`src/rtl/ppp_pkg.sv`:
```
// Shared types, constants and register codes for the packed pixel plot unit.
// No dependencies; imported by every module in rtl/.
package ppp_pkg;

    localparam int SCREEN_SIDE = 128;
    localparam int COORD_W     = $clog2(SCREEN_SIDE);
    localparam int LIN_W       = $clog2(SCREEN_SIDE * SCREEN_SIDE);
    localparam int STORE_BYTES = (SCREEN_SIDE * SCREEN_SIDE + 1) / 2;
    localparam int ADDR_W      = LIN_W - 1;

    localparam int CFG_IDX_W   = 4;
    localparam int CFG_DATA_W  = 64;

    // register indexes
    localparam logic [CFG_IDX_W-1:0] REG_PALETTE   = 4'd0;
    localparam logic [CFG_IDX_W-1:0] REG_TMASK     = 4'd1;
    localparam logic [CFG_IDX_W-1:0] REG_CAMERA_X  = 4'd2;
    localparam logic [CFG_IDX_W-1:0] REG_CAMERA_Y  = 4'd3;
    localparam logic [CFG_IDX_W-1:0] REG_CLIP_L    = 4'd4;
    localparam logic [CFG_IDX_W-1:0] REG_CLIP_T    = 4'd5;
    localparam logic [CFG_IDX_W-1:0] REG_CLIP_R    = 4'd6;
    localparam logic [CFG_IDX_W-1:0] REG_CLIP_B    = 4'd7;

    // reset values
    localparam logic [63:0] PALETTE_RST = 64'hFEDC_BA98_7654_3210;
    localparam logic [15:0] TMASK_RST   = 16'h0001;
    localparam logic [7:0]  CLIP_LO_RST = 8'd0;
    localparam logic [7:0]  CLIP_HI_RST = 8'd128;

    // opcodes
    localparam logic [1:0] OP_PLOT   = 2'd0;
    localparam logic [1:0] OP_SPRITE = 2'd1;
    localparam logic [1:0] OP_READ   = 2'd2;

    typedef struct packed {
        logic [63:0] palette;
        logic [15:0] tmask;
        logic [15:0] cam_x;
        logic [15:0] cam_y;
        logic [7:0]  clip_l;
        logic [7:0]  clip_t;
        logic [7:0]  clip_r;
        logic [7:0]  clip_b;
    } t_cfg;

    // decoded pixel operation
    typedef struct packed {
        logic [ADDR_W-1:0] addr;
        logic              high;
        logic              do_write;
        logic              do_read;
        logic [3:0]        color;
    } t_pix;

endpackage

```
`src/rtl/ppp_cfg_regs.sv`:
```
// Configuration register file for the packed pixel plot unit.
// Depends on ppp_pkg for t_cfg and register indexes.
module ppp_cfg_regs
    import ppp_pkg::*;
(
    input  logic                  i_clk,
    input  logic                  i_rst_n,
    input  logic                  i_wr,
    input  logic [CFG_IDX_W-1:0]  i_index,
    input  logic [CFG_DATA_W-1:0] i_data,
    output t_cfg                  o_cfg
);

    t_cfg r_cfg;

    always_ff @(posedge i_clk) begin
        if (!i_rst_n) begin
            r_cfg.palette <= PALETTE_RST;
            r_cfg.tmask   <= TMASK_RST;
            r_cfg.cam_x   <= '0;
            r_cfg.cam_y   <= '0;
            r_cfg.clip_l  <= CLIP_LO_RST;
            r_cfg.clip_t  <= CLIP_LO_RST;
            r_cfg.clip_r  <= CLIP_HI_RST;
            r_cfg.clip_b  <= CLIP_HI_RST;
        end else if (i_wr) begin
            case (i_index)
                REG_PALETTE:  r_cfg.palette <= i_data;
                REG_TMASK:    r_cfg.tmask   <= i_data[15:0];
                REG_CAMERA_X: r_cfg.cam_x   <= i_data[15:0];
                REG_CAMERA_Y: r_cfg.cam_y   <= i_data[15:0];
                REG_CLIP_L:   r_cfg.clip_l  <= i_data[7:0];
                REG_CLIP_T:   r_cfg.clip_t  <= i_data[7:0];
                REG_CLIP_R:   r_cfg.clip_r  <= i_data[7:0];
                REG_CLIP_B:   r_cfg.clip_b  <= i_data[7:0];
                default: ;
            endcase
        end
    end

    assign o_cfg = r_cfg;

endmodule

```
`config.mk`:
```
export PLATFORM = sky130hd
export DESIGN_NAME = ppp_cfg_regs
export DESIGN_NICKNAME = d
export VERILOG_FILES = /design/src/rtl/ppp_pkg.sv /design/src/rtl/ppp_cfg_regs.sv
export SDC_FILE = /design/constraint.sdc
export NUM_CORES = 1
export LEC_CHECK = 0
export BUFFER_PORTS_ARGS = -buffer_cell sky130_fd_sc_hd__buf_2
export CORE_MARGIN = 1.5
export CORE_UTILIZATION = 44
export CTS_BUF_LIST = sky130_fd_sc_hd__clkbuf_4 sky130_fd_sc_hd__clkbuf_8
export DETAILED_ROUTE_END_ITERATION = 16
export GPL_TIMING_DRIVEN = 0
export PLACE_DENSITY = 0.77
export SETUP_SLACK_MARGIN = 0.3
export SYNTH_ARGS = -nofsm -noshare
export SYNTH_HDL_FRONTEND = slang
export SYNTH_SLANG_ARGS = --single-unit
```
`constraint.sdc`:
```
create_clock -name i_clk -period 1.6 [get_ports i_clk]
set_input_delay 0.32 -clock i_clk [delete_from_list [all_inputs] [get_ports i_clk]]
set_output_delay 0.32 -clock i_clk [all_outputs]
set_load 0.02 [all_outputs]
```
Word-level counts from Yosys, hierarchy flattened
Index checks and enable logic that the tools add are counted.

operators by class
  eq/ne operators = 7
  reductions and logical operators = 9

operator list
  operator                                                         number
  4-bit by 3-bit == test with 1-bit output, second input constant  4
  2-bit AND reduction                                              8
  4-bit by 2-bit == test with 1-bit output, second input constant  2
  4-bit by 1-bit == test with 1-bit output, second input constant  1
  4-bit logical NOT                                                1

word-level totals
  bits in registers = 144
  input bits = 71
  output and inout bits = 144
  logic and storage cells = 24

Logic depth before layout (Yosys ltp)
  word-level depth = 2
  depth in mapped cells = 5
  depth with buffers taken out = 3

Worst setup path before layout
OpenSTA, ideal clock, no wires.

  path type = input port to flip-flop
  from = in i_index[3]
  to = reg r_cfg, in the netlist o_cfg[37]
  setup time = 73 ps
  arrival = 1427 ps
  data required time = 1527 ps
  slack = 101 ps
  cell stages on the path = 4
  buffers on the path = 1
  cells stage by stage = or3b_4 -> nor2_2 -> buf_6 -> mux2i_1

between the ends
  cells in the longest elaborated chain, start to end = 2

ends and longest elaborated chain
  what                                      RTL line            source
  start: declaration                        ppp_cfg_regs.sv:9   input logic [CFG_IDX_W-1:0] i_index,
  4-bit by 2-bit == test with 1-bit output  ppp_cfg_regs.sv:27  case (i_index)
  2-bit AND reduction (no line)             --
  end: declaration                          ppp_cfg_regs.sv:14  t_cfg r_cfg;

Every way passes these cells.
A chain may end at the register's enable or synchronous reset.

Worst setup path after layout
  from = reg r_cfg, in the netlist o_cfg[51]
  to = out o_cfg[51] (netlist name)

RTL lines
  what              RTL line            source
  end: declaration  ppp_cfg_regs.sv:11  output t_cfg o_cfg

No word-level cell between the ends.

==> impl_metrics.env <==
export IMPL_endpoint_kind="primary output"
export IMPL_portBuffers=213
export IMPL_switching_share=0.2427
export IMPL_clkPwrFrac=0.427
export IMPL_num_fill_cells=1007
export IMPL_yosys_area_share_adder=0
export IMPL_path_buf_inv=1
export IMPL_p_int_mw=5.593
export IMPL_setup_worst_path_start_class="register"
export IMPL_grt_pass1_wl_mm=22.64
export IMPL_combPwrFrac=0.076
export IMPL_hp_class="in -> reg"
export IMPL_setup_viol=0
export IMPL_finalNetCount=862
export IMPL_crit_arrival_ns=0.95
export IMPL_h_tree_depth=4
export IMPL_postSynthCellCount=556
export IMPL_skew_ns=0
export IMPL_ys_ff_latch=144
export IMPL_drt_iter0_drc=216
export IMPL_clock_sinks=144
export IMPL_largest_register_ffs=144
export IMPL_antenna_found_initial=0
export IMPL_switchingPower_mw=1.792
export IMPL_wl_per_cell_um=15.98
export IMPL_cellPowerDensity_mw_per_mm2=970.1
export IMPL_vias=4714
export IMPL_crit_path_max_fanout=2
export IMPL_min_period_ns=1.275
export IMPL_grt_max_degree=17
export IMPL_slowest_stage="dfxtp_1"
export IMPL_crit_type="reg -> out"
export IMPL_crit_family="flip-flops"
export IMPL_overflow=0
export IMPL_ys_seq_area_frac=0.5337
export IMPL_finalCritPeriodShare=0.7967
export IMPL_synth_top_area_cell="dfxtp_1"
export IMPL_grt_total_usage=0.2279
export IMPL_timing_final_max_slew_violations=0
export IMPL_power_leakage_nw=3.639
export IMPL_syn_nets=627
export IMPL_first_pass_iters=4
export IMPL_yosysWarnings=0
export IMPL_maxClockFrequency_mhz=784.5
export IMPL_diodes=0
export IMPL_syn_cell_area_mm2=0.005401
export IMPL_p_seq_frac=0.497
export IMPL_drt_wl_total_mm=15.20
export IMPL_numCtsBuffers=17
export IMPL_die_x_um=113.8
export IMPL_synth_mux_area_frac=0.2057
export IMPL_outcome="finished, final reports clean"
export IMPL_hpwl_mm=10.58
export IMPL_post_synth_and_or_nand_nor_area_fraction=0.1517
export IMPL_hold_buffers=0
export IMPL_ant_nets=0
export IMPL_hold_slack_ns=0.1059
export IMPL_finalHoldViolCount=0
export IMPL_root_buffer="clkbuf_8"
export IMPL_rsz0062_at_grt="true"
export IMPL_clock_path_buffers=2
export IMPL_layout_common_cells="nand2_1, buf_4, mux2i_1"
export IMPL_drc=0
export IMPL_clock_latency_ns=0.44
export IMPL_reg2reg_from="o_cfg[105]"
export IMPL_cts_tree="yes"
export IMPL_yosys_area_top_type_share=0.5337
export IMPL_initial_core_util=0.4497
export IMPL_final_common_cell="nand2_1"
export IMPL_placed_area_mm2=0.006705
export IMPL_peakVddDrop_v=0.0006282
export IMPL_yosys_top_cells_area="dfxtp_1, mux2i_1, nand2_1, o211ai_1, nand3_1"
export IMPL_synth_xor_area_frac=0
export IMPL_crit_path_cell_trace="buf_4"
export IMPL_clkTransAtPathRegs_ns=0.09
export IMPL_avgSynthCellArea_um2=9.715
export IMPL_maxSlewHeadroom=0.6153
export IMPL_grt_pass1_vias=4448
export IMPL_crit_path_start="o_cfg[51]"
export IMPL_areaGrowthSynthToFinish_pct=40.93
export IMPL_p_total_mw=7.385
export IMPL_synth_cell_types=24
export IMPL_viasPerCell=4.957
export IMPL_place_congestion=0.7482
export IMPL_regArea_mm2=0.002975
export IMPL_die_h_um=113.8
export IMPL_ios=215
export IMPL_fp_coreArea_mm2=0.01201
export IMPL_dieArea_mm2=0.01295
export IMPL_drive_above_1_share=0.4391
export IMPL_min_delay_start="i_data[23]"
export IMPL_drv_cap=0
export IMPL_synth_top_family_by_area="multiplexers"
export IMPL_finalCoreUtilization=0.6338
export IMPL_final_cell_area_mm2=0.007612
export IMPL_cpPeakStageDelay_ns=0.35
export IMPL_row_count=40
export IMPL_synth_compound_gate_area_share=0.04679
export IMPL_multi_input_comb_area_mm2=0.002200
export IMPL_worst_pin_slew_ns=0.5765
export IMPL_cp_data_required_time_ns=1.28
## cells in the mapped netlist (all sizes together)
master  number
nor2         4
or3          1
nand3b       2
nand2      146
nor3         1
nand3       32
dfxtp      144
inv         33
buf         15
nor2b        3
clkbuf      25
nor3b        2
o211ai      33
o21ai        1
or3b         1
mux2i      111
nand2b       1
or2          1
## stage by stage
step / TNS, ns / cells / worst slack (ns)
final: 0 / 951 / 0.3253
after global routing: 0 / 951 / 0.2836
after CTS: 0 / 948 / 0.3004
after detailed placement: -42.96 / 916 / -0.4552
after global placement: -45.38 / 916 / -0.4470
after floorplan: 0 / 556 / 0.1334
## final timing paths
| kind | slack, ns | end | cells past startpoint |
|---|---|---|---|
| max reg2reg | 0.96 | o_cfg[105] | 2 |
| min | 0.11 | o_cfg[103] | 3 |
| max | 0.33 | o_cfg[51] | 1 |
| min reg2reg | 0.46 | o_cfg[10] | 2 |
## kinds of logic after synthesis
logic type      Yosys count
compound gates           34
simple gates            194
buf+inv                  73
mux                     111
flops                   144
## power groups by stage
stage               Clock [mW]  Combinational [mW]  Sequential, mW
finish                    3.16               0.561            3.67
global route              3.37               0.608            3.67
CTS                       3.22               0.542            3.66
detailed placement           0               0.531            3.74
global placement             0               0.527            3.74
floorplan                    0               0.226            3.81
## area by class of cell
type	instances	share of cell area
sequential	144	0.3909
multi-input combinational	339	0.2890
tap	147	0.02416
clock buffer	18	0.03254
buffer	40	0.03402
clock inverter	14	0.02465
inverter	33	0.01627
timing repair buffer	216	0.1885
## worst reg2reg max path, delay by kind of cell (launching register included)
family,cells,cell delay (ns)
AO/OA/AOI/OAI,1,0.18
buffers and inverters,1,0.04
flip-flops,1,0.34
## what timing repair did
item,CTS,global route
setup buffers,0,3
endpoints found under the setup margin,150,128
gates resized for setup,50,172
cloned,0,0
## routing by layer
layer  global-route usage  wire length (um)  up-vias
li1                     -                 -     2316
met1               0.2721              6548     2211
met2               0.3859              7278      170
met3              0.07333              1178       17
met4              0.08083               191        0
met5                    0                 0        -
Power figures use the tool's default switching activity.
