===== config.mk =====
export PLATFORM = sky130hd
export DESIGN_NAME = ppp_pixel_front
export DESIGN_NICKNAME = d
export VERILOG_FILES = /design/src/rtl/ppp_pkg.sv /design/src/rtl/ppp_pixel_front.sv
export SDC_FILE = /design/constraint.sdc
export NUM_CORES = 1
export LEC_CHECK = 0
export BUFFER_PORTS_ARGS = -buffer_cell sky130_fd_sc_hd__buf_2
export CORE_MARGIN = 2
export CORE_UTILIZATION = 49
export DETAILED_ROUTE_END_ITERATION = 10
export PLACE_DENSITY = 0.94
export SLEW_MARGIN = 20
export SYNTH_ARGS = -nofsm -noshare
export SYNTH_HDL_FRONTEND = slang
export SYNTH_SLANG_ARGS = --single-unit
export TNS_END_PERCENT = 100

===== constraint.sdc =====
create_clock -name vclk -period 6
set_clock_uncertainty 0.05 [all_clocks]
set_input_delay 0.6 -clock vclk [all_inputs]
set_output_delay 0.6 -clock vclk [all_outputs]
set_load 0.01 [all_outputs]

===== src/rtl/ppp_pkg.sv =====
// Shared types, constants and register codes for the packed pixel plot unit.
// No dependencies; imported by every module in rtl/.
package ppp_pkg;

    localparam int SCREEN_SIDE = 128;
    localparam int COORD_W     = $clog2(SCREEN_SIDE);
    localparam int LIN_W       = $clog2(SCREEN_SIDE * SCREEN_SIDE);
    localparam int STORE_BYTES = (SCREEN_SIDE * SCREEN_SIDE + 1) / 2;
    localparam int ADDR_W      = LIN_W - 1;

    localparam int CFG_IDX_W   = 4;
    localparam int CFG_DATA_W  = 64;

    // register indexes
    localparam logic [CFG_IDX_W-1:0] REG_PALETTE   = 4'd0;
    localparam logic [CFG_IDX_W-1:0] REG_TMASK     = 4'd1;
    localparam logic [CFG_IDX_W-1:0] REG_CAMERA_X  = 4'd2;
    localparam logic [CFG_IDX_W-1:0] REG_CAMERA_Y  = 4'd3;
    localparam logic [CFG_IDX_W-1:0] REG_CLIP_L    = 4'd4;
    localparam logic [CFG_IDX_W-1:0] REG_CLIP_T    = 4'd5;
    localparam logic [CFG_IDX_W-1:0] REG_CLIP_R    = 4'd6;
    localparam logic [CFG_IDX_W-1:0] REG_CLIP_B    = 4'd7;

    // reset values
    localparam logic [63:0] PALETTE_RST = 64'hFEDC_BA98_7654_3210;
    localparam logic [15:0] TMASK_RST   = 16'h0001;
    localparam logic [7:0]  CLIP_LO_RST = 8'd0;
    localparam logic [7:0]  CLIP_HI_RST = 8'd128;

    // opcodes
    localparam logic [1:0] OP_PLOT   = 2'd0;
    localparam logic [1:0] OP_SPRITE = 2'd1;
    localparam logic [1:0] OP_READ   = 2'd2;

    typedef struct packed {
        logic [63:0] palette;
        logic [15:0] tmask;
        logic [15:0] cam_x;
        logic [15:0] cam_y;
        logic [7:0]  clip_l;
        logic [7:0]  clip_t;
        logic [7:0]  clip_r;
        logic [7:0]  clip_b;
    } t_cfg;

    // decoded pixel operation
    typedef struct packed {
        logic [ADDR_W-1:0] addr;
        logic              high;
        logic              do_write;
        logic              do_read;
        logic [3:0]        color;
    } t_pix;

endpackage


===== src/rtl/ppp_pixel_front.sv =====
// Pixel decode: camera offset, clip test, byte address, palette and transparency.
// Depends on ppp_pkg for t_cfg, t_pix and opcodes.
module ppp_pixel_front
    import ppp_pkg::*;
(
    input  t_cfg        i_cfg,
    input  logic [1:0]  i_op,
    input  logic [15:0] i_pos_x,
    input  logic [15:0] i_pos_y,
    input  logic [3:0]  i_pen_color,
    output t_pix        o_pix
);

    logic [16:0]      w_x;
    logic [16:0]      w_y;
    logic             w_x_ok;
    logic             w_y_ok;
    logic             w_vis;
    logic [LIN_W-1:0] w_lin;
    logic             w_opaque;

    // 17-bit two's complement; bit 16 is the sign
    assign w_x = {i_pos_x[15], i_pos_x} - {i_cfg.cam_x[15], i_cfg.cam_x};
    assign w_y = {i_pos_y[15], i_pos_y} - {i_cfg.cam_y[15], i_cfg.cam_y};

    assign w_x_ok = !w_x[16]
                 && (w_x[15:0] >= 16'(i_cfg.clip_l))
                 && (w_x[15:0] <  16'(i_cfg.clip_r))
                 && (w_x[15:0] <  16'(SCREEN_SIDE));
    assign w_y_ok = !w_y[16]
                 && (w_y[15:0] >= 16'(i_cfg.clip_t))
                 && (w_y[15:0] <  16'(i_cfg.clip_b))
                 && (w_y[15:0] <  16'(SCREEN_SIDE));
    assign w_vis  = w_x_ok && w_y_ok;

    assign w_lin = LIN_W'(w_y[COORD_W-1:0]) * LIN_W'(SCREEN_SIDE)
                 + LIN_W'(w_x[COORD_W-1:0]);

    assign w_opaque = !i_cfg.tmask[i_pen_color];

    assign o_pix.addr     = w_lin[LIN_W-1:1];
    assign o_pix.high     = w_lin[0];
    assign o_pix.do_write = w_vis
                         && ((i_op == OP_PLOT) || ((i_op == OP_SPRITE) && w_opaque));
    assign o_pix.do_read  = w_vis && (i_op == OP_READ);
    assign o_pix.color    = i_cfg.palette[i_pen_color*4 +: 4];

endmodule


## Yosys cells after proc, flatten, opt, wreduce, memory -nomap -nowiden

Cells that the tools add are included.

- Magnitude comparators: 7
- Reductions and logical operators: 15
- Shift-type cells: 1
- Eq/ne operators: 2
- Muxes and demuxes: 2
- $add $sub $neg: 3

Operators by type and width:

| kind | count |
|---|---|
| 64-bit by 7-bit indexed part select with 4-bit output | 1 |
| 16-bit by 16-bit subtractor with 17-bit output | 2 |
| 16-bit by 8-bit >= comparator with 1-bit output | 2 |
| 16-bit by 8-bit < comparator with 1-bit output | 2 |
| 16-bit by 8-bit < comparator with 1-bit output, second input constant | 2 |
| 14-bit by 7-bit adder with 14-bit output | 1 |
| 1-bit logical AND | 10 |
| 4-bit by 5-bit < comparator with 1-bit output, second input constant | 1 |
| 1-bit binary-select mux with 4-bit select | 1 |
| 1-bit logical NOT | 3 |
| 2-bit by 1-bit equality test with 1-bit output, second input constant | 1 |
| 2-bit equality test, second input constant | 1 |
| 2-bit logical NOT | 1 |
| 1-bit logical OR | 1 |
| 1-bit two-way mux | 1 |

- Bits in registers: 0
- Output and inout port bits: 20

## Longest topological paths before layout

Gate-level depths: netlist of the first run.

- Depth after elaboration: 7
- Mapped depth: 16
- Gate-level depth less buffers: 16

## Worst setup path after synthesis of the first run

No wires, ideal clock.

- Path type: input -> output
- From: input port i_pos_x[0]
- To: output port o_pix[4] (netlist name)
- Setup slack: 1.768 ns
- Stages: 15
- Buffers on the path: 0
- Data required time: 5.350 ns
- Arrival time: 3.582 ns
- Cell sequence: inv_1 > ha_1 > fa_1 > nand2b_1 > a21oi_1 > nor2_1 > xnor2_1 > ha_1 > o21ai_0 > a221oi_2 > nand4_1 > a2111oi_2 > o2111ai_1 > nor4_1 > and4_1

RTL lines:

| item | line | RTL |
|---|---|---|
| start: declaration | ppp_pixel_front.sv:8 | `input logic [15:0] i_pos_x,` |
| end: declaration | ppp_pixel_front.sv:11 | `output t_pix o_pix` |

==> results of run 1 <==
[worst min-delay path by stage]
stage	start	endpoint	slack, ns	depth (start not counted)
final	i_cfg[32]	o_pix[13]	1.58	4
after global routing	i_cfg[32]	o_pix[13]	1.60	4
after CTS	i_cfg[32]	o_pix[13]	1.57	4
after detailed placement	i_cfg[32]	o_pix[13]	1.56	4
after global placement	i_cfg[32]	o_pix[13]	1.55	4
after floorplan	i_pen_color[3]	o_pix[0]	1.34	1
[power groups by stage]
| stage | sequential [uW] | clock (uW) | combinational (uW) |
|---|---|---|---|
| after floorplan | 0 | 0 | 295 |
| after global placement | 0 | 0 | 429 |
| after detailed placement | 0 | 0 | 445 |
| after CTS | 0 | 0 | 447 |
| after global routing | 0 | 0 | 500 |
| final | 0 | 0 | 450 |
[synth_stat cells (all sizes together), types with 4 or more instances]
cell type | number | area share
nand2b | 6 | 0.012
o21ai | 20 | 0.031
nor2b | 7 | 0.014
mux4 | 25 | 0.19
nand4 | 7 | 0.014
nor3 | 7 | 0.011
clkbuf | 4 | 0.0047
o21a | 8 | 0.019
and4 | 4 | 0.011
nor2 | 21 | 0.025
o22ai | 4 | 0.0078
nand3 | 9 | 0.014
ha | 62 | 0.24
a211oi | 7 | 0.016
nand2 | 31 | 0.036
a21o | 11 | 0.026
a21oi | 34 | 0.058
inv | 74 | 0.087
xor2 | 5 | 0.014
buf | 8 | 0.016
xnor2 | 13 | 0.036
[critical path, stage by stage]
cell and delay [ns]:
sky130_fd_sc_hd__buf_2 0.10, sky130_fd_sc_hd__ha_1 0.22, sky130_fd_sc_hd__fa_1 0.42, sky130_fd_sc_hd__nand2b_1 0.19, sky130_fd_sc_hd__a21oi_1 0.18, sky130_fd_sc_hd__nor2_1 0.09, sky130_fd_sc_hd__xnor2_1 0.28, sky130_fd_sc_hd__ha_1 0.23
sky130_fd_sc_hd__o21ai_0 0.12, sky130_fd_sc_hd__a221oi_2 0.27, sky130_fd_sc_hd__nand4_1 0.14, sky130_fd_sc_hd__a2111oi_2 0.39, sky130_fd_sc_hd__o2111ai_1 0.16, sky130_fd_sc_hd__nor4_1 0.42, sky130_fd_sc_hd__and4_1 0.27, sky130_fd_sc_hd__buf_2 0.13
[through the flow]
| step | util | area, um2 | setup slack [ns] | hold slack, ns |
|---|---|---|---|---|
| after floorplan | - | 3190 | 1.77 | 1.34 |
| after global placement | 0.670 | 4230 | 1.40 | 1.55 |
| after detailed placement | 0.670 | 4230 | 1.18 | 1.56 |
| after CTS | 0.670 | 4230 | 1.14 | 1.57 |
| after global routing | 0.670 | 4230 | 0.880 | 1.60 |
| final | 0.670 | 4230 | 1.14 | 1.58 |
[layout make-up]
| class | instances | area, um2 | share of cell area |
|---|---|---|---|
| timing repair buffer | 202 | 1010 | 0.239 |
| multi-input combinational | 323 | 2850 | 0.673 |
| inverter | 74 | 278 | 0.0656 |
| tap | 77 | 96.3 | 0.0228 |
[cells by family after synthesis]
family                   synth area share
multiplexers                        0.197
buffers and inverters               0.108
adder cells (fa/ha/maj)             0.256
XOR/XNOR                           0.0494
AO/OA/AOI/OAI                       0.232
AND/OR/NAND/NOR                     0.158
[per-layer routing]
| metal | vias to the layer above | routed length [um] | GRT usage |
|---|---|---|---|
| li1 | 1889 | - | - |
| met1 | 1752 | 3930 | 0.299 |
| met2 | 144 | 5530 | 0.557 |
| met3 | 28 | 563 | 0.0324 |
| met4 | 0 | 313 | 0.0779 |
| met5 | - | 0 | 0 |
==> reports/summary.json, run 1 <==
{
  "core.rowCount": 29,
  "report.final.hold_viol_count": 0,
  "seq_cells": 0,
  "synthCells": 409,
  "cts-resized-gates": 0,
  "syn_nets": 655,
  "placed_cells": 676,
  "regArea_um2": 0,
  "share_comb_of_total_power": 1.000,
  "max_clock_freq_mhz": 206,
  "cp_data_required_time_ns": 5.35,
  "grt.total_usage": 0.277,
  "postRouteAntennaNets": 0,
  "post_synth_instance_area_mm2": 0.00319,
  "worst_slew_pin_slew_ns": 0.555,
  "drtIter0Drc": 186,
  "die_h_um": 84.7,
  "share_clk_of_total_power": 0,
  "final_cell_mix": "202 x sky130_fd_sc_hd__buf_2, 74 x sky130_fd_sc_hd__inv_1, 62 x sky130_fd_sc_hd__ha_1",
  "post-cts-setup-buffers": 0,
  "initial_utilization": 0.506,
  "leakagePower_uw": 0.00241,
  "globalplace.congestion": 0.899,
  "number_of_global_route_vias_before_repair": 3919,
  "detail_route.vias_per_cell": 5.64,
  "num_antenna_cells": 0,
  "netSwitchingPower_uw": 235,
  "drtPass1Iterations": 4,
  "path_max_fanout": 3,
  "arrival_ns": 4.21,
  "largest_net_degree_at_the_start_of_global_routing": 21,
  "stdcell_count": 676,
  "core_mm2": 0.00631,
  "yosysSeqAreaShare": 0,
  "end_of_the_critical_path": "o_pix[5]",
  "rsz0062_at_grt": "false",
  "power_switching_share": 0.522,
  "layout_commonest_cell": "sky130_fd_sc_hd__buf_2",
  "floorplan.die_area_mm2": 0.00718,
  "final_layout_size_suffix_gt1_frac": 0.376,
  "wire_per_inst_um": 15.3,
  "power_frac_seq": 0,
  "type_of_destination_of_the_critical_path": "output port",
  "min-delay-path-class": "in2out",
  "layout.clock_buffers": 0,
  "io_buffers": 202,
  "worst_setup_path_start_kind": "primary input",
  "finish.net_count": 847,
  "setup_viol_count_final": 0,
  "synth.lib_cells_used.distinct": 52,
  "timing.max_cap.violations": 0,
  "wirelength_um": 10300,
  "synth-warning-count": 0,
  "internal-power_uw": 215,
  "grt_remaining_overflow": 0,
  "p_per_area_mw_per_mm2": 106,
  "wire_length_of_the_first_global_routing_pass_um": 16600,
  "cp-startpoint": "i_cfg[48]",
  "post_cts_hold_fix_bufs": 0,
  "avgSynthCellArea_um2": 7.80,
  "max-slew-margin-rel": 0.630,
  "num_io_pins": 202,
  "timing.final.max_slew_violations": 0,
  "drc_markers": 0,
  "fillCellCount": 541,
  "post_route_minimum_period_ns": 4.86,
  "ir_drop_mv": 0.0641,
  "worst-setup-path-type": "in2out",
  "via_count": 3813,
  "finalPower_uw": 450,
  "totalNegativeSetupSlack_ns": 0,
  "antenna_violations_before_repair": 0,
  "final.period_utilization": 0.811,
  "die_width_um": 84.7,
  "place_hpwl_um": 9350,
  "status": "finished clean",
  "synthToLayoutAreaGrowth_pct": 32.6
}
No activity file was read; power rests on OpenSTA's default activity.
==> run 2, diff against run 1 <==
- CORE_UTILIZATION: 49 -> 46
- PLACE_DENSITY: 0.94 -> 0.9
- clock period: 6 -> 4.85 ns (I/O delays scaled with it)
==> run 2 against run 1 <==
  * Design area barely moved
  * Via count is 1.2% higher
  * Combinational power increased by 23%
  * Die area increased by 6.2%
  * Utilization shrank 4.3 points
  * Critical path depth increased by 1
  * Power grew 23%
  * Largest cell class unchanged
==> reports/summary.json, run 2 (same netlist as run 1, synthesis figures left out) <==
{
  "end_of_the_critical_path": "o_pix[5]",
  "wire_length_of_the_first_global_routing_pass": {"value": 16000, "unit": "um", "change": "-3.9%"},
  "drtIter0Drc": {"value": 115, "change": "-38%"},
  "final.period_utilization": 0.923,
  "via_count": {"value": 3857, "change": "+1.2%"},
  "number_of_global_route_vias_before_repair": {"value": 3822, "change": "-2.5%"},
  "ir_drop": {"value": 0.0573, "unit": "mV", "change": "-11%"},
  "status": "finished clean",
  "totalNegativeSetupSlack": {"value": 0, "unit": "ns", "change": "unchanged"},
  "globalplace.congestion": {"value": 0.949, "change": "+5.6%"},
  "die_width": {"value": 87.3, "unit": "um", "change": "+3.1%"},
  "layout.clock_buffers": {"value": 0, "change": "unchanged"},
  "detail_route.vias_per_cell": {"value": 5.68, "change": "+0.71%"},
  "num_antenna_cells": {"value": 0, "change": "unchanged"},
  "max_clock_freq_mhz": 223,
  "fillCellCount": {"value": 614, "change": "+13%"},
  "stdcell_count": {"value": 679, "change": "+0.44%"},
  "post_cts_hold_fix_bufs": {"value": 0, "change": "unchanged"},
  "cp_data_required_time": {"value": 4.32, "unit": "ns", "change": "-1.03 ns"},
  "type_of_destination_of_the_critical_path": "output port",
  "regArea": {"value": 0, "unit": "um2", "change": "unchanged"},
  "final_layout_size_suffix_gt1_frac": {"value": 0.376, "change": "unchanged"},
  "whs_path_depth": {"value": 4, "change": "unchanged"},
  "timing.max_cap.violations": {"value": 0, "change": "unchanged"},
  "cts-resized-gates": {"value": 0, "change": "unchanged"},
  "core.rowCount": {"value": 30, "change": "+3.4%"},
  "drtPass1Iterations": {"value": 5, "change": "+1"},
  "post_route_minimum_period_ns": 4.48,
  "final_cell_mix": "202 x sky130_fd_sc_hd__buf_2, 74 x sky130_fd_sc_hd__inv_1, 62 x sky130_fd_sc_hd__ha_1",
  "wirelength": {"value": 10300, "unit": "um", "change": "-0.49%"},
  "grt_remaining_overflow": {"value": 0, "change": "unchanged"},
  "num_io_pins": {"value": 202, "change": "unchanged"},
  "layout_commonest_cell": "sky130_fd_sc_hd__buf_2",
  "place_hpwl": {"value": 9320, "unit": "um", "change": "-0.27%"},
  "rsz0062_at_grt": "false",
  "worst_setup_path_start_kind": "primary input",
  "path_max_fanout": {"value": 4, "change": "+1"},
  "arrival": {"value": 3.94, "unit": "ns", "change": "-0.27 ns"},
  "worst_slew_pin_slew": {"value": 0.549, "unit": "ns", "change": "-0.00642 ns"},
  "leakagePower": {"value": 0.00241, "unit": "uW", "change": "unchanged"},
  "multi_input_comb_area": {"value": 0.00285, "unit": "mm2", "change": "unchanged"},
  "initial_utilization": {"value": 0.472, "change": "-0.0331"},
  "drc_markers": {"value": 0, "change": "unchanged"},
  "grt.total_usage": {"value": 0.255, "change": "-0.0227"},
  "postRouteAntennaNets": {"value": 0, "change": "unchanged"},
  "post-cts-setup-buffers": {"value": 0, "change": "unchanged"},
  "floorplan.die_area": {"value": 0.00762, "unit": "mm2", "change": "+6.2%"},
  "placed_cells": {"value": 679, "change": "+0.44%"},
  "synthToLayoutAreaGrowth": {"value": 32.7, "unit": "%", "change": "about the same"},
  "wire_per_inst": {"value": 15.2, "unit": "um", "change": "-0.93%"},
  "die_h": {"value": 87.3, "unit": "um", "change": "+3.1%"},
  "antenna_violations_before_repair": {"value": 0, "change": "unchanged"},
  "core": {"value": 0.00676, "unit": "mm2", "change": "+7.0%"},
  "report.final.hold_viol_count": {"value": 0, "change": "unchanged"},
  "seq_cells": {"value": 0, "change": "unchanged"},
  "io_buffers": {"value": 202, "change": "unchanged"},
  "max-slew-margin-rel": {"value": 0.631, "change": "+0.000904"},
  "timing.final.max_slew_violations": {"value": 0, "change": "unchanged"},
  "min-delay-path-class": "in2out",
  "largest_net_degree_at_the_start_of_global_routing": {"value": 21, "change": "unchanged"},
  "finish.net_count": {"value": 847, "change": "unchanged"},
  "cp-startpoint": "i_cfg[49]",
  "p_per_area": {"value": 131, "unit": "mW/mm2", "change": "+23%"},
  "worst-setup-path-type": "in2out",
  "setup_viol_count_final": {"value": 0, "change": "unchanged"}
}
run 2: cell counts in the layout (fill, tap and decap cells not counted):
Identical to the previous run, type by type.
run 2: cell type report:
type | instances | area share
inverters | 74 | 0.0656
multi-input cells | 323 | 0.672
well taps | 80 | 0.0236
repair buffers | 202 | 0.239
run 2: where the power goes:
group | internal (uW) | switching, uW | total (uW)
combinational | 267 | 288 | 555
sequential | 0 | 0 | 0
clock | 0 | 0 | 0
total | 267 | 288 | 555
run 2: how the worst min path moves through the flow:
stage | start | end | slack, ns
floorplan | i_pen_color[3] | o_pix[0] | 1.11
global placement | i_cfg[32] | o_pix[13] | 1.32
detailed placement | i_cfg[32] | o_pix[13] | 1.36
CTS | i_cfg[32] | o_pix[13] | 1.36
global route | i_cfg[48] | o_pix[6] | 1.37
finish | i_cfg[32] | o_pix[13] | 1.35
run 2: routing by layer:
layer,track usage,vias up,routed length [um]
li1,-,1887,-
met2,0.541,172,5750
met5,0,-,0
met4,0.0643,0,225
met3,0.0284,24,734
met1,0.252,1774,3580
run 2: critical path, cell delays in order:
cell                        delay (ns)
sky130_fd_sc_hd__buf_2            0.11
sky130_fd_sc_hd__inv_1            0.05
sky130_fd_sc_hd__ha_1             0.28
sky130_fd_sc_hd__nor2b_1          0.15
sky130_fd_sc_hd__o2111ai_1        0.23
sky130_fd_sc_hd__a31o_2           0.24
sky130_fd_sc_hd__nand2_1          0.12
sky130_fd_sc_hd__xor2_1           0.19
sky130_fd_sc_hd__ha_1             0.29
sky130_fd_sc_hd__o21ai_0          0.10
sky130_fd_sc_hd__a221oi_2         0.27
sky130_fd_sc_hd__nand4_1          0.12
sky130_fd_sc_hd__a2111oi_2        0.38
sky130_fd_sc_hd__o2111ai_1        0.16
sky130_fd_sc_hd__nor4_1           0.35
sky130_fd_sc_hd__and4_1           0.27
sky130_fd_sc_hd__buf_2            0.14
run 2: metrics by stage:
| step | hold slack [ns] | area (um2) | setup WS (ns) | util | power (uW) |
|---|---|---|---|---|---|
| final | 1.35 | 4240 | 0.372 | 0.627 | 555 |
| after detailed placement | 1.36 | 4240 | 0.387 | 0.627 | 551 |
| after CTS | 1.36 | 4240 | 0.385 | 0.627 | 555 |
| after global routing | 1.37 | 4240 | 0.156 | 0.627 | 617 |
| after floorplan | 1.11 | 3190 | 0.848 | - | 366 |
| after global placement | 1.32 | 4240 | 0.477 | 0.627 | 529 |
==> run 3, diff against run 2 <==
- ABC_AREA: default -> 1
- CORE_UTILIZATION: 46 -> 48
- PLACE_DENSITY: 0.9 -> 0.89
==> run 3 against run 2 <==
  * Routed wire length grew 7.6%
  * Via count rose by 27%
  * Maximum frequency rose by 21%
  * Die area up 9.9%
  * Highest routed layer unchanged
  * Cell count is 49% higher
==> reports/summary.json, run 3 <==
{
  "regArea": {"value": 0, "unit": "um2", "change": "unchanged"},
  "max-slew-margin-rel": {"value": 0.588, "change": "-0.0426"},
  "post_route_minimum_period": {"value": 3.69, "unit": "ns", "change": "-0.786 ns"},
  "cp_common_cell": "sky130_fd_sc_hd__nor2_1",
  "wire_length_of_the_first_global_routing_pass": {"value": 18200, "unit": "um", "change": "+14%"},
  "antenna_violations_before_repair": {"value": 0, "change": "unchanged"},
  "layout.clock_buffers": {"value": 0, "change": "unchanged"},
  "netlist.top_cell.by_area": "sky130_fd_sc_hd__nand2_1",
  "post-synth-top-count-cell": "sky130_fd_sc_hd__nand2_1",
  "via_count": {"value": 4907, "change": "+27%"},
  "synth.top_cells.by_area": "sky130_fd_sc_hd__nand2_1 21%, sky130_fd_sc_hd__ha_1 21%, sky130_fd_sc_hd__inv_1 17%",
  "detail_route.vias_per_cell": {"value": 4.85, "change": "-15%"},
  "min_delay_worst_endpoint": "o_pix[4]",
  "gr-max-usage-layer": "met2",
  "report.final.hold_viol_count": {"value": 0, "change": "unchanged"},
  "wire_per_inst": {"value": 10.9, "unit": "um", "change": "-28%"},
  "synth_adder_area_share": {"value": 0.222, "change": "-0.0338"},
  "drc_markers": {"value": 0, "change": "unchanged"},
  "arrival": {"value": 3.16, "unit": "ns", "change": "-0.78 ns"},
  "fin_area": {"value": 0.00477, "unit": "mm2", "change": "+13%"},
  "gr-usage-met3": {"value": 0.0108, "change": "-0.0176"},
  "synth_commonest_cells": "210 x sky130_fd_sc_hd__nand2_1, 165 x sky130_fd_sc_hd__inv_1, 89 x sky130_fd_sc_hd__nor2_1",
  "drtPass1Iterations": {"value": 5, "change": "unchanged"},
  "p_per_area": {"value": 120, "unit": "mW/mm2", "change": "-8.8%"},
  "type_of_destination_of_the_critical_path": "output port",
  "synth_compound_area_frac": {"value": 0.172, "change": "-0.0600"},
  "wirelength": {"value": 11100, "unit": "um", "change": "+7.6%"},
  "initial_utilization": {"value": 0.502, "change": "+0.0294"},
  "largest_net_degree_at_the_start_of_global_routing": {"value": 42, "change": "+100%"},
  "postRouteAntennaNets": {"value": 0, "change": "unchanged"},
  "post_cts_hold_fix_bufs": {"value": 0, "change": "unchanged"},
  "critPathBufInv": {"value": 3, "change": "unchanged"},
  "die_h": {"value": 91.5, "unit": "um", "change": "+4.9%"},
  "post-cts-setup-buffers": {"value": 0, "change": "unchanged"},
  "routing_usage_on_met1": {"value": 0.330, "change": "+0.0776"},
  "finish.net_count": {"value": 1160, "change": "+37%"},
  "grt_remaining_overflow": {"value": 0, "change": "unchanged"},
  "worst-setup-path-type": "in2out",
  "timing.max_cap.violations": {"value": 0, "change": "unchanged"},
  "path_max_fanout": {"value": 3, "change": "-1"},
  "ir_drop": {"value": 0.0852, "unit": "mV", "change": "+49%"},
  "core": {"value": 0.00733, "unit": "mm2", "change": "+8.5%"},
  "totalNegativeSetupSlack": {"value": 0, "unit": "ns", "change": "unchanged"},
  "fin_ws": {"value": 1.16, "unit": "ns", "change": "+0.786 ns"},
  "worst_slew_pin_slew": {"value": 0.618, "unit": "ns", "change": "+0.0689 ns"},
  "setup_viol_count_final": {"value": 0, "change": "unchanged"},
  "power_frac_seq": {"value": 0, "change": "unchanged"},
  "drtIter0Drc": {"value": 244, "change": "+110%"},
  "post_synth_mux_area_share": {"value": 0, "change": "-0.197"},
  "netSwitchingPower": {"value": 330, "unit": "uW", "change": "+15%"},
  "syn_nets": {"value": 969, "change": "+48%"},
  "floorplan.die_area": {"value": 0.00838, "unit": "mm2", "change": "+9.9%"},
  "layout_commonest_cell": "sky130_fd_sc_hd__nand2_1",
  "finalPower": {"value": 570, "unit": "uW", "change": "+2.7%"},
  "final_layout_size_suffix_gt1_frac": {"value": 0.237, "change": "-0.139"},
  "synth_top_area_share": {"value": 0.214, "change": "-0.0288"},
  "rsz0062_at_grt": "false",
  "placed_area": {"value": 0.00477, "unit": "mm2", "change": "+13%"},
  "critical-path-slowest-cell": "sky130_fd_sc_hd__fa_1",
  "die_width": {"value": 91.5, "unit": "um", "change": "+4.9%"},
  "max_stage_delay": {"value": 0.40, "unit": "ns", "change": "+0.02 ns"},
  "final_cell_mix": "210 x sky130_fd_sc_hd__nand2_1, 202 x sky130_fd_sc_hd__buf_2, 165 x sky130_fd_sc_hd__inv_1",
  "post_synth_instance_area": {"value": 0.00368, "unit": "mm2", "change": "+15%"},
  "min-delay-path-class": "in2out",
  "globalplace.congestion": {"value": 0.975, "change": "+2.7%"},
  "synth.lib_cells_used.distinct": {"value": 31, "change": "-40%"},
  "synth_simple_gate_area_share": {"value": 0.398, "change": "+0.240"},
  "whs_path_depth": {"value": 4, "change": "unchanged"},
  "cp_data_required_time": {"value": 4.32, "unit": "ns", "change": "about the same"},
  "worstPathCellList": "buf_2 > ha_1 > fa_1 > inv_1 > nand2_2 > a21oi_2 > nand2_1 > nand2_2 > xor2_1 > ha_1 > a22o_1 > nor2_1 > nand2_1 > nor2_1 > nand2_1 > nor2_1 > nand3_1 > nor2_1 > nand3_1 > nor2_1 > buf_2",
  "share_comb_of_total_power": {"value": 1.000, "change": "about the same"},
  "power_switching_share": {"value": 0.580, "change": "+0.0604"},
  "timing.final.max_slew_violations": {"value": 0, "change": "unchanged"},
  "grt_use_met2": {"value": 0.449, "change": "-0.0921"},
  "main_combinational_cell_family_by_area_after_synthesis": "simple AND/OR/NAND/NOR gates",
  "yosysSeqAreaShare": {"value": 0, "change": "unchanged"},
  "synthToLayoutAreaGrowth_pct": 29.6,
  "seq_cells": {"value": 0, "change": "unchanged"},
  "hold_path_startpoint": "i_op[1]",
  "num_antenna_cells": {"value": 0, "change": "unchanged"},
  "worst_setup_path_start_kind": "primary input",
  "synth-warning-count": {"value": 0, "change": "unchanged"},
  "status": "finished clean",
  "share_clk_of_total_power": {"value": 0, "change": "unchanged"},
  "num_io_pins": {"value": 202, "change": "unchanged"},
  "post-place-ws": {"value": 1.17, "unit": "ns", "change": "+0.783 ns"},
  "internal-power": {"value": 240, "unit": "uW", "change": "-10%"},
  "synthCells": {"value": 723, "change": "+77%"},
  "core.rowCount": {"value": 31, "change": "+3.3%"},
  "final.period_utilization": {"value": 0.761, "change": "-0.162"},
  "critical_path.top_delay_family": "simple AND/OR/NAND/NOR gates",
  "place_hpwl": {"value": 9750, "unit": "um", "change": "+4.6%"},
  "max_clock_freq": {"value": 271, "unit": "MHz", "change": "+21%"},
  "io_buffers": {"value": 202, "change": "unchanged"},
  "cts-resized-gates": {"value": 0, "change": "unchanged"},
  "number_of_global_route_vias_before_repair": {"value": 4327, "change": "+13%"},
  "leakagePower": {"value": 0.00318, "unit": "uW", "change": "+32%"},
  "grt.total_usage": {"value": 0.249, "change": "-0.00560"},
  "holdWs": {"value": 1.25, "unit": "ns", "change": "-0.106 ns"},
  "avgSynthCellArea": {"value": 5.09, "unit": "um2", "change": "-35%"},
  "yosys.area_share.xor_xnor": {"value": 0.0238, "change": "-0.0256"}
}
-- run 3: worst max-delay path by stage --
stage                          start        to  slack [ns]  depth (start not counted)
final                      i_cfg[48]  o_pix[5]        1.16                         21
after global placement     i_cfg[48]  o_pix[5]        1.22                         21
after floorplan           i_pos_x[0]  o_pix[4]        1.54                         20
after detailed placement   i_cfg[48]  o_pix[5]        1.17                         21
after CTS                  i_cfg[48]  o_pix[5]        1.16                         21
after global routing      i_pos_x[0]  o_pix[5]        0.86                         22
-- run 3: kinds of logic (layout without fill, tap and decap cells) --
| family | Yosys count | in the layout |
|---|---|---|
| compound gates | 109 | 109 |
| fa+ha+maj | 64 | 64 |
| xor+xnor | 10 | 10 |
| buf+inv | 180 | 369 |
| simple gates | 360 | 360 |
-- run 3: final cells by class --
class | instances | area, um2
Tap cell | 99 | 124
Timing Repair Buffer | 203 | 1020
Fill cell | 731 | 2560
Inverter | 166 | 623
Multi-Input combinational cell | 543 | 3000
-- run 3: per-stage QoR --
step,std cells,util
finish,1011,0.650
global route,1011,0.650
CTS,1011,0.650
detailed placement,1011,0.650
global placement,1011,0.650
floorplan,723,-
-- run 3: layer usage --
| layer | share of wire | vias up |
|---|---|---|
| li1 | - | 2644 |
| met4 | 0.013 | 0 |
| met1 | 0.43 | 2091 |
| met2 | 0.49 | 156 |
| met3 | 0.060 | 16 |
| met5 | 0 | - |
-- run 3: worst min-delay path, delay by kind of cell --
family,cells,cell delay [ns]
buf+inv,2,0.24
simple gates,2,0.10
-- run 3: power groups by stage --
stage          Combinational [uW]  Sequential, uW  Clock (uW)
2_1_floorplan                 385               0           0
3_3_place_gp                  555               0           0
3_5_place_dp                  565               0           0
4_1_cts                       569               0           0
5_1_grt                       660               0           0
6_report                      570               0           0
